$ cat config.mk
export PLATFORM = sky130hd
export DESIGN_NAME = first_unique_letter_stream_top
export DESIGN_NICKNAME = d
export VERILOG_FILES = /design/src/rtl/core/fuls_pkg.sv /design/src/rtl/core/fuls_useq.sv /design/src/rtl/core/fuls_datapath.sv /design/src/rtl/core/first_unique_letter_stream_top.sv
export SDC_FILE = /design/constraint.sdc
export NUM_CORES = 1
export LEC_CHECK = 0
export BUFFER_PORTS_ARGS = -buffer_cell sky130_fd_sc_hd__buf_2
export CAP_MARGIN = 0
export CORE_MARGIN = 4
export CORE_UTILIZATION = 50
export CTS_BUF_LIST = sky130_fd_sc_hd__clkbuf_8
export CTS_CLUSTER_DIAMETER = 40
export DETAILED_ROUTE_END_ITERATION = 6
export GPL_ROUTABILITY_DRIVEN = 1
export PLACE_DENSITY_LB_ADDON = 0.25
export SLEW_MARGIN = 20
export SYNTH_ARGS = -nofsm -noshare
export SYNTH_HDL_FRONTEND = slang
export SYNTH_HIERARCHICAL = 1
export SYNTH_SLANG_ARGS = --single-unit
$ cat constraint.sdc
create_clock -name clk_i -period 4.14 [get_ports clk_i]
set_clock_uncertainty 0.1 [all_clocks]
set_input_delay 1.035 -clock clk_i [delete_from_list [all_inputs] [get_ports clk_i]]
set_output_delay 1.035 -clock clk_i [all_outputs]
set_load 0.02 [all_outputs]
$ cat src/rtl/core/fuls_pkg.sv
// Shared types, step codes and the control program of the first unique letter stream.
package fuls_pkg;

  localparam int unsigned LetterW = 5;
  localparam int unsigned StepW   = 3;

  typedef logic [StepW-1:0] step_t;

  localparam step_t StepWait  = 3'd0;
  localparam step_t StepCount = 3'd1;
  localparam step_t StepRead  = 3'd2;
  localparam step_t StepCheck = 3'd3;
  localparam step_t StepEmit  = 3'd4;

  typedef enum logic [2:0] {
    CondAlways,
    CondInValid,
    CondFillZero,
    CondPop,
    CondOutFree
  } cond_e;

  typedef struct packed {
    logic capture;
    logic count;
    logic read_q;
    logic check;
    logic emit;
  } ctrl_t;

  typedef struct packed {
    logic fill_zero;
    logic pop_ok;
    logic out_free;
  } stat_t;

  typedef struct packed {
    ctrl_t ops;
    cond_e cond;
    step_t jump_true;
    step_t jump_false;
  } uword_t;

  function automatic uword_t ucode(input step_t step);
    uword_t w;
    w = '0;
    unique case (step)
      StepWait: begin
        w.ops.capture = 1'b1;
        w.cond        = CondInValid;
        w.jump_true   = StepCount;
        w.jump_false  = StepWait;
      end
      StepCount: begin
        w.ops.count  = 1'b1;
        w.cond       = CondAlways;
        w.jump_true  = StepRead;
        w.jump_false = StepRead;
      end
      StepRead: begin
        w.ops.read_q = 1'b1;
        w.cond       = CondFillZero;
        w.jump_true  = StepEmit;
        w.jump_false = StepCheck;
      end
      StepCheck: begin
        w.ops.check  = 1'b1;
        w.cond       = CondPop;
        w.jump_true  = StepRead;
        w.jump_false = StepEmit;
      end
      StepEmit: begin
        w.ops.emit   = 1'b1;
        w.cond       = CondOutFree;
        w.jump_true  = StepWait;
        w.jump_false = StepEmit;
      end
      default: begin
        w.cond       = CondAlways;
        w.jump_true  = StepWait;
        w.jump_false = StepWait;
      end
    endcase
    return w;
  endfunction

endpackage

$ cat src/rtl/core/fuls_useq.sv
// Microcoded sequencer: step counter, control program lookup and conditional jumps.
module fuls_useq (
  input  logic           clk_i,
  input  logic           rst_ni,
  input  logic           in_valid_i,
  input  fuls_pkg::stat_t stat_i,
  output logic           in_ready_o,
  output fuls_pkg::ctrl_t ctrl_o
);
  import fuls_pkg::*;

  step_t  step_q, step_d;
  uword_t word;
  logic   cond_hit;

  always_comb begin
    word = ucode(step_q);
    case (word.cond)
      CondAlways:   cond_hit = 1'b1;
      CondInValid:  cond_hit = in_valid_i;
      CondFillZero: cond_hit = stat_i.fill_zero;
      CondPop:      cond_hit = stat_i.pop_ok;
      CondOutFree:  cond_hit = stat_i.out_free;
      default:      cond_hit = 1'b0;
    endcase
    step_d = cond_hit ? word.jump_true : word.jump_false;

    ctrl_o         = word.ops;
    ctrl_o.capture = word.ops.capture & in_valid_i;
    ctrl_o.check   = word.ops.check & stat_i.pop_ok;
    ctrl_o.emit    = word.ops.emit & stat_i.out_free;
    in_ready_o     = word.ops.capture;
  end

  always_ff @(posedge clk_i or negedge rst_ni) begin
    if (!rst_ni) begin
      step_q <= StepWait;
    end else begin
      step_q <= step_d;
    end
  end

endmodule

$ cat src/rtl/core/fuls_datapath.sv
// Datapath with count flops, candidate queue memory, pointers and the output register.
module fuls_datapath #(
  parameter int unsigned ALPHABET_SIZE = 26
) (
  input  logic                            clk_i,
  input  logic                            rst_ni,
  input  fuls_pkg::ctrl_t                 ctrl_i,
  input  logic [fuls_pkg::LetterW-1:0]    letter_i,
  input  logic                            is_last_i,
  input  logic                            out_ready_i,
  output fuls_pkg::stat_t                 stat_o,
  output logic                            out_valid_o,
  output logic [fuls_pkg::LetterW-1:0]    first_unique_o,
  output logic                            found_o,
  output logic                            string_end_o
);
  import fuls_pkg::*;

  localparam int unsigned IdxW  = (ALPHABET_SIZE > 1) ? $clog2(ALPHABET_SIZE) : 1;
  localparam int unsigned FillW = $clog2(ALPHABET_SIZE + 1);
  localparam logic [IdxW-1:0]  LastIdx = IdxW'(ALPHABET_SIZE - 1);
  localparam logic [FillW-1:0] FullFill = FillW'(ALPHABET_SIZE);
  localparam logic [8:0]       AlphaLim = 9'(ALPHABET_SIZE);

  logic [1:0]         cnt_q [ALPHABET_SIZE];
  logic [LetterW-1:0] queue_mem [ALPHABET_SIZE];
  logic [LetterW-1:0] front_q;
  logic [LetterW-1:0] letter_q;
  logic               last_q;
  logic [IdxW-1:0]    head_q, tail_q;
  logic [FillW-1:0]   fill_q;
  logic               out_valid_q;
  logic [LetterW-1:0] out_letter_q;
  logic               out_found_q, out_last_q;

  logic [LetterW-1:0] addr;
  logic [IdxW-1:0]    addr_idx;
  logic               addr_ok;
  logic [1:0]         cnt_rd;
  logic               push;
  logic               clear;
  logic               out_free;

  always_comb begin
    addr     = ctrl_i.count ? letter_q : front_q;
    addr_ok  = ({4'b0, addr} < AlphaLim);
    addr_idx = IdxW'(addr);
    cnt_rd   = addr_ok ? cnt_q[addr_idx] : 2'd0;
    push     = ctrl_i.count && addr_ok && (cnt_rd == 2'd0) && (fill_q < FullFill);
    out_free = !out_valid_q || out_ready_i;
    clear    = ctrl_i.emit && last_q;

    stat_o.fill_zero = (fill_q == '0);
    stat_o.pop_ok    = (fill_q != '0) && addr_ok && (cnt_rd > 2'd1);
    stat_o.out_free  = out_free;
  end

  always_ff @(posedge clk_i or negedge rst_ni) begin
    if (!rst_ni) begin
      for (int i = 0; i < ALPHABET_SIZE; i++) begin
        cnt_q[i] <= 2'd0;
      end
    end else if (clear) begin
      for (int i = 0; i < ALPHABET_SIZE; i++) begin
        cnt_q[i] <= 2'd0;
      end
    end else if (ctrl_i.count && addr_ok && (cnt_rd != 2'd2)) begin
      cnt_q[addr_idx] <= cnt_rd + 2'd1;
    end
  end

  always_ff @(posedge clk_i) begin
    if (push) begin
      queue_mem[tail_q] <= letter_q;
    end
    if (ctrl_i.read_q) begin
      front_q <= queue_mem[head_q];
    end
    if (ctrl_i.capture) begin
      letter_q <= letter_i;
      last_q   <= is_last_i;
    end
    if (ctrl_i.emit) begin
      out_letter_q <= (fill_q != '0) ? front_q : '0;
      out_found_q  <= (fill_q != '0);
      out_last_q   <= last_q;
    end
  end

  always_ff @(posedge clk_i or negedge rst_ni) begin
    if (!rst_ni) begin
      head_q      <= '0;
      tail_q      <= '0;
      fill_q      <= '0;
      out_valid_q <= 1'b0;
    end else begin
      if (clear) begin
        head_q <= '0;
        tail_q <= '0;
        fill_q <= '0;
      end else if (push) begin
        tail_q <= (tail_q == LastIdx) ? '0 : tail_q + 1'b1;
        fill_q <= fill_q + 1'b1;
      end else if (ctrl_i.check) begin
        head_q <= (head_q == LastIdx) ? '0 : head_q + 1'b1;
        fill_q <= fill_q - 1'b1;
      end
      if (ctrl_i.emit) begin
        out_valid_q <= 1'b1;
      end else if (out_ready_i) begin
        out_valid_q <= 1'b0;
      end
    end
  end

  assign out_valid_o    = out_valid_q;
  assign first_unique_o = out_letter_q;
  assign found_o        = out_found_q;
  assign string_end_o   = out_last_q;

  a_fill_bound: assert property (@(posedge clk_i) disable iff (!rst_ni)
    fill_q <= FullFill) else $error("Candidate fill exceeds the alphabet size.");
  a_empty_aligned: assert property (@(posedge clk_i) disable iff (!rst_ni)
    (fill_q == '0) |-> (head_q == tail_q)) else $error("Empty queue with split pointers.");
  a_end_clears: assert property (@(posedge clk_i) disable iff (!rst_ni)
    clear |=> (fill_q == '0) && (head_q == '0))
    else $error("String end did not clear the queue.");
  a_found_has_fill: assert property (@(posedge clk_i) disable iff (!rst_ni)
    ctrl_i.emit |=> (out_found_q == $past(fill_q != '0)))
    else $error("Emit found flag disagrees with queue fill.");

endmodule

$ cat src/rtl/core/first_unique_letter_stream_top.sv
// Top level of the first unique letter stream: microcoded sequencer plus datapath.
// Each input transaction runs through the wait, count and read steps; while the queue is not
// empty a check step follows each read, popping a candidate seen more than once and reading
// again, and the transaction ends in the emit step, so only one transaction is in flight.
// A new input transaction is taken while the previous result waits in the output register.
// Reset clears counts, queue pointers, sequencer and output valid; queue memory is not cleared.
module first_unique_letter_stream_top #(
  parameter int unsigned ALPHABET_SIZE = 26
) (
  input  logic       clk_i,
  input  logic       rst_ni,
  input  logic       s_axis_tvalid_i,
  output logic       s_axis_tready_o,
  input  logic [7:0] s_axis_tdata_i,   // [4:0] letter, [7:5] zero
  input  logic       s_axis_tlast_i,   // is_last
  output logic       m_axis_tvalid_o,
  input  logic       m_axis_tready_i,
  output logic [7:0] m_axis_tdata_o,   // [4:0] first_unique, [7:5] zero
  output logic       m_axis_tuser_o,   // found
  output logic       m_axis_tlast_o    // string_end
);
  import fuls_pkg::*;

  ctrl_t              ctrl;
  stat_t              stat;
  logic [LetterW-1:0] first_unique;

  fuls_useq u_useq (
    .clk_i      (clk_i),
    .rst_ni     (rst_ni),
    .in_valid_i (s_axis_tvalid_i),
    .stat_i     (stat),
    .in_ready_o (s_axis_tready_o),
    .ctrl_o     (ctrl)
  );

  fuls_datapath #(
    .ALPHABET_SIZE (ALPHABET_SIZE)
  ) u_datapath (
    .clk_i          (clk_i),
    .rst_ni         (rst_ni),
    .ctrl_i         (ctrl),
    .letter_i       (s_axis_tdata_i[LetterW-1:0]),
    .is_last_i      (s_axis_tlast_i),
    .out_ready_i    (m_axis_tready_i),
    .stat_o         (stat),
    .out_valid_o    (m_axis_tvalid_o),
    .first_unique_o (first_unique),
    .found_o        (m_axis_tuser_o),
    .string_end_o   (m_axis_tlast_o)
  );

  assign m_axis_tdata_o = {3'b000, first_unique};

endmodule

==> out/metrics.csv, run 1 <==
metric;value;unit
rsz0062_at_grt;yes;
ys_warn_count;6;
core_area;19460;µm²
post_drt_via_cell_ratio;5.665;
n_fill_cell;1511;
synth_ff_type;edfxtp_1;
grt_pass1_vias;6521;
cts_tree;built;
pre_cts_slack;-228.3;ps
path_cells;nor3b_2, buf_6, mux2i_4, buf_12, buf_4, mux4_2, nor2_4, nor4_4, inv_1, ha_2, and3_4, and2_4, clkinv_4, fa_2, a21o_1, a21oi_2, mux2i_1, xor2_1, nor2_1;
syn-instance-count;739;
grt_use_total;20.16;%
start_kind;flip-flop;
syn_area;9874;µm²
min_period_over_period;100.4;%
synth_cell_type_count;58;
cp_data_arrival_time;4420;ps
synth_edf_count;148;
setup_slack;-15.03;ps
antenna_found_initial;0;
clk_latency;520;ps
reg2reg_from;u_useq/step_q[1];
io_pins;25;
min_path_type;input port to async pin;
numCtsBuffers;37;
endpoint;u_datapath/fill_q[4];
hold_viol;0;
gr-total-overflow;0;
relSlewSlack;33.24;%
fmax;240.7;MHz
dieArea;22060;µm²
clock_sinks;219;
yosys-top-cells-area;edfxtp_1 (45%), dfrtp_1 (18%), mux4_2 (8.2%);
met2_length;11.05;mm
first_iter_violations;462;
dr.max_layer_used;met4;
ys_seq_area_share;63.00;%
dpl.hpwl;14.57;mm
clkTransAtPathRegs;60;ps
cap_violations;0;
start_util;50.74;%
wl;21.82;mm
final_cells;1108;
holdBufCountCts;0;
crit_start;u_useq/step_q[1];
port_buffers;18;
multiInputGateArea;3585;µm²
num_rows;51;
cts_max_level;2;
peakVddDrop;342.1;µV
r2r.worst_path.cells;19;
tightest_slew;1001;ps
met3_length;981;µm
critPathMaxStageDelay;540;ps
place_area;10580;µm²
ys_seq_elements;219;
timing.rr.end;u_datapath/fill_q[4];
grt_max_degree;54;
reg2reg_slack;-20;ps
wl_per_cell;19.70;µm
vias;6277;
ant_nets;0;
drv_slew;0;
cts_buffer_depth;3;
fin_area;11520;µm²
pwr_density_cell;751.8;nW/µm²
die_w;148.5;µm
violations;negative setup slack;
layout-drive-gt1-share;26.81;%
async_flop_share;32.42;%
route.detailed.drc;0;
endpoint_kind;flip-flop;
final-seq-area;6222;µm²
power;8.664;mW
path_max_fanout;5;
syn_to_final_growth;16.70;%
dp.cells;1037;
gp_congestion;0.8499;
cts.root.buffer_cell;clkbuf_8;
status;finished with violations;
synth_top_area_share;45.01;%
period_minus_slack;4155;ps
diodes;0;
first_pass_iters;7;
synth_area_leader_cell;edfxtp_1;
p_leak;4.250;nW
drt-met1-wl;9.311;mm
critical_path.slowest_cell;mux4_2;
fp.dieH;148.5;µm
tns;-15.03;ps
grt_pass1_wl;34.89;mm
crit_required;4400;ps
finalNetCount;847;
setup_viol;1;
avgSynthCellArea;13.36;µm²
path_class;flip-flop to flip-flop;
per-layer routing:
metal / global-route usage [%] / vias up
met5: 0 / -
met4: 6.975 / 0
met3: 3.534 / 39
met2: 33.64 / 179
met1: 26.96 / 3133
li1: - / 2926
stage by stage:
stage | hold slack (ps) | utilization [%]
detailed placement | 390.8 | 54.38
CTS | 363.6 | 58.51
floorplan | 340.9 | -
finish | 371.1 | 59.21
global placement | 384.7 | 54.38
global route | 390.0 | 59.21
how the worst min path moves through the flow:
stage | startpoint | end | cells after the start
5_1_grt | rst_ni | u_datapath/cnt_q[32] | 1
3_5_place_dp | u_datapath/last_q | u_datapath/string_end_o | 0
2_1_floorplan | u_datapath/last_q | u_datapath/string_end_o | 0
4_1_cts | rst_ni | u_datapath/cnt_q[32] | 1
6_report | rst_ni | u_datapath/cnt_q[32] | 1
3_3_place_gp | u_datapath/last_q | u_datapath/string_end_o | 0
cell families (layout without fill, tap and decap cells):
kind of cell,Yosys count,after routing,synth area share (%)
flip-flops,219,219,63.00
AND/OR/NAND/NOR,218,218,10.44
AO/OA/AOI/OAI,143,143,8.515
multiplexers,80,80,12.94
buffers and inverters,60,162,2.864
adder cells (fa/ha/maj),14,14,1.850
XOR/XNOR,4,4,0.3549
other,1,3,0.03798
power by group:
group / internal (mW) / switching [mW]
Clock: 0.883 / 0.809
Combinational: 1.79 / 1.98
Sequential: 2.79 / 0.417
synth_stat cells (all sizes together), types with 2 or more instances:
cell type and count:
a2111oi 4, a21o 2, a21oi 59, a311oi 5, a31oi 5, a32oi 2, and2 3, and3 3
and4b 2, buf 15, clkbuf 33, clkinv 2, dfrtp 71, edfxtp 148, ha 13, inv 10
mux2 8, mux2i 35, mux4 37, nand2 60, nand2b 8, nand3 10, nand3b 6, nand4b 2
nor2 82, nor2b 10, nor3 17, nor3b 3, o211ai 6, o21a 3, o21ai 46, o221ai 5
o22ai 3, or3 3, or3b 2, or4 2, xor2 3
final cells by class:
type / instances / area share [%]
sequential: 219 / 54.00
multi-input combinational: 462 / 31.11
timing repair buffer: 88 / 6.015
clock buffer: 40 / 4.777
tap: 265 / 2.877
clock inverter: 22 / 0.7818
inverter: 12 / 0.4452
timing repair:
item,4_1_cts,5_1_grt
resized for setup,21,27
buffers inserted,5,3
endpoints found under the setup margin,24,148
gates cloned,1,0
pin swaps,10,8
placed cells by master (no fill, tap or decap), types with 11 or more instances in the layout:
cell type	synthesis	routed
buf_2	5	18
buf_4	5	63
nor2_1	82	70
clkbuf_8	0	40
o21ai_0	46	43
inv_1	9	23
mux4_2	36	36
nand2_1	60	58
dfrtp_1	71	70
nor2_2	0	11
a21oi_1	59	57
mux2i_1	35	33
nor3_1	17	12
edfxtp_1	148	148
worst max-delay path: cells and delay by family, from the launching register on:
family | cells | cell delay, ps
flops | 1 | 390
simple gates | 6 | 830
mux | 3 | 1070
buf+inv | 5 | 610
compound gates | 2 | 310
xor+xnor | 1 | 160
fa+ha+maj | 2 | 520
sequential cells by signal, indices dropped and copies added, names as in the netlist:
signal                     cells
u_datapath/cnt_q              52
u_datapath/found_o             1
u_datapath/out_valid_o         1
u_datapath/string_end_o        1
u_datapath/head_q              5
u_datapath/first_unique_o      5
u_datapath/last_q              1
u_useq/step_q                  3
u_datapath/front_q             5
u_datapath/tail_q              5
u_datapath/fill_q              5
u_datapath/queue_mem         130
u_datapath/letter_q            5
Power figures use the tool's default switching activity.
==> run 2, diff against run 1 <==
- clock period: 4.14 -> 4.3 ns (I/O delays scaled with it)
==> out/metrics.csv, run 2 (synthesized netlist as in run 1, its figures left out) <==
metric;value;unit
cp_top_family;multiplexers;
vias;6374;
most-common-layout-cells;edfxtp_1 (148), nor2_1 (79), dfrtp_1 (70);
r2r.worst_path.cells;18;
crit_required;4580;ps
start_kind;flip-flop;
min_path_cells;0;
clock_sinks;219;
path_class;flip-flop to flip-flop;
pwr_density_cell;722.9;nW/µm²
post_drt_via_cell_ratio;5.810;
relSlewSlack;27.14;%
clkTransAtPathRegs;60;ps
cts_max_level;2;
cts_buffer_depth;3;
mostFrequentLayoutCell;edfxtp_1;
regMostFlops;u_datapath/queue_mem;
multiInputGateArea;3482;µm²
hold_viol;0;
setup_viol;0;
path_buf_inv;4;
critPathMaxStageDelay;480;ps
numCtsBuffers;40;
reg2reg_slack;130;ps
peakVddDrop;519.6;µV
path_max_fanout;7;
place_area;10420;µm²
grt_pass1_wl;34.29;mm
hold_ws;401.9;ps
hold_end;u_datapath/string_end_o;
largest_reg_flops;130;
dieArea;22060;µm²
p_leak;4.144;nW
gp_congestion;0.8535;
wl_per_cell;19.45;µm
tightest_slew;1093;ps
timing.rr.end;u_datapath/fill_q[4];
final_cells;1097;
start_util;50.74;%
num_rows;51;
grt_pass1_vias;6389;
min_period_over_period;97.04;%
gr-total-overflow;0;
clk_latency;540;ps
hp-start;u_datapath/last_q;
min_path_type;flip-flop to flip-flop;
first_iter_violations;440;
antenna_found_initial;0;
status;finished clean;
fp.dieH;148.5;µm
n_fill_cell;1545;
grt_use_total;19.75;%
cts.root.buffer_cell;clkbuf_8;
route.detailed.drc;0;
period_minus_slack;4173;ps
port_buffers;18;
wl;21.34;mm
grt_max_degree;51;
rsz0062_at_grt;yes;
fin_area;11330;µm²
dpl.hpwl;14.31;mm
final-seq-area;6222;µm²
fmax;239.6;MHz
cap_violations;0;
finalNetCount;829;
dp.cells;1020;
holdBufCountCts;0;
io_pins;25;
cts_tree;built;
fin_util;58.24;%
core_area;19460;µm²
power;8.194;mW
first_pass_iters;5;
path_common_cell;buf_4;
reg2reg_from;u_useq/step_q[2];
cp_data_arrival_time;4450;ps
critical_path.slowest_cell;mux4_2;
drv_slew;0;
ant_nets;0;
endpoint_kind;flip-flop;
syn_to_final_growth;14.79;%
path_cells;nor3b_2, buf_4, mux2i_2, buf_6, buf_4, mux4_2, o22a_1, nand4b_1, ha_2, and3_4, and2_4, inv_4, fa_2, a21o_1, a21oi_2, mux2i_1, xor2_1, nor2_1;
layout-drive-gt1-share;24.31;%
reg.largest.list;u_datapath/queue_mem (130), u_datapath/cnt_q (52);
die_w;148.5;µm
==> run 2: changes by cell type in the layout (fill, tap and decap cells not counted), sizes merged, moves of 2 or more <==
cell      previous run  this run
clkinvlp             0         4
clkinv               9        18
inv                 25        18
buf                 88        67
bufinv               0         2
==> run 2: stage by stage <==
step	setup WS, ps	TNS, ps
after floorplan	48.78	0
after global placement	-31.02	-31.02
after detailed placement	-30.52	-180.4
after CTS	2.026	0
after global routing	-73.43	-216.2
final	127.2	0
==> run 2: per-layer routing <==
layer,up-vias,track usage (%),routed length (µm)
li1,2901,-,-
met1,3222,27.78,9458
met2,205,31.30,10190
met3,46,3.626,1191
met4,0,6.928,495
met5,-,0,0
==> run 2: final cells by class <==
type	count	share of cell area, %
Clock buffer	41	4.978
Timing Repair Buffer	67	4.250
Tap cell	265	2.925
Multi-Input combinational cell	462	30.72
Inverter	12	0.4305
Clock inverter	30	1.777
Antenna cell	1	0.02208
Sequential cell	219	54.90
==> run 2: worst max path at each step <==
stage | startpoint | to | slack, ps | cells after the start
floorplan | u_useq/step_q[0] | u_datapath/fill_q[4] | 50 | 19
global placement | u_useq/step_q[1] | u_datapath/fill_q[4] | -30 | 19
detailed placement | u_useq/step_q[1] | u_datapath/queue_mem[12][4] | -30 | 14
CTS | u_useq/step_q[1] | u_datapath/fill_q[4] | 2 | 19
global route | u_useq/step_q[2] | u_datapath/fill_q[4] | -70 | 18
finish | u_useq/step_q[2] | u_datapath/fill_q[4] | 130 | 18
==> run 2: worst reg2reg max path, stage by stage, from the launching register on <==
cell	delay [ps]
dfrtp_1	390
nor3b_2	190
buf_4	190
mux2i_2	260
buf_6	190
buf_4	120
mux4_2	480
o22a_1	230
nand4b_1	140
ha_2	190
and3_4	170
and2_4	160
inv_4	50
fa_2	380
a21o_1	200
a21oi_2	140
mux2i_1	220
xor2_1	170
nor2_1	50
==> run 2: timing repair <==
| item | in CTS | in global routing |
|---|---|---|
| hold endpoints to repair | 0 | 0 |
| pin swaps | 1 | 8 |
| setup buffers | 0 | 5 |
| setup endpoints to repair | 7 | 91 |
| resized for setup | 3 | 22 |
==> run 2: report_power, final <==
part	total [mW]	internal (mW)	switching, mW
registers	3.10	2.69	0.417
clock network	1.87	1.02	0.850
logic	3.22	1.45	1.77
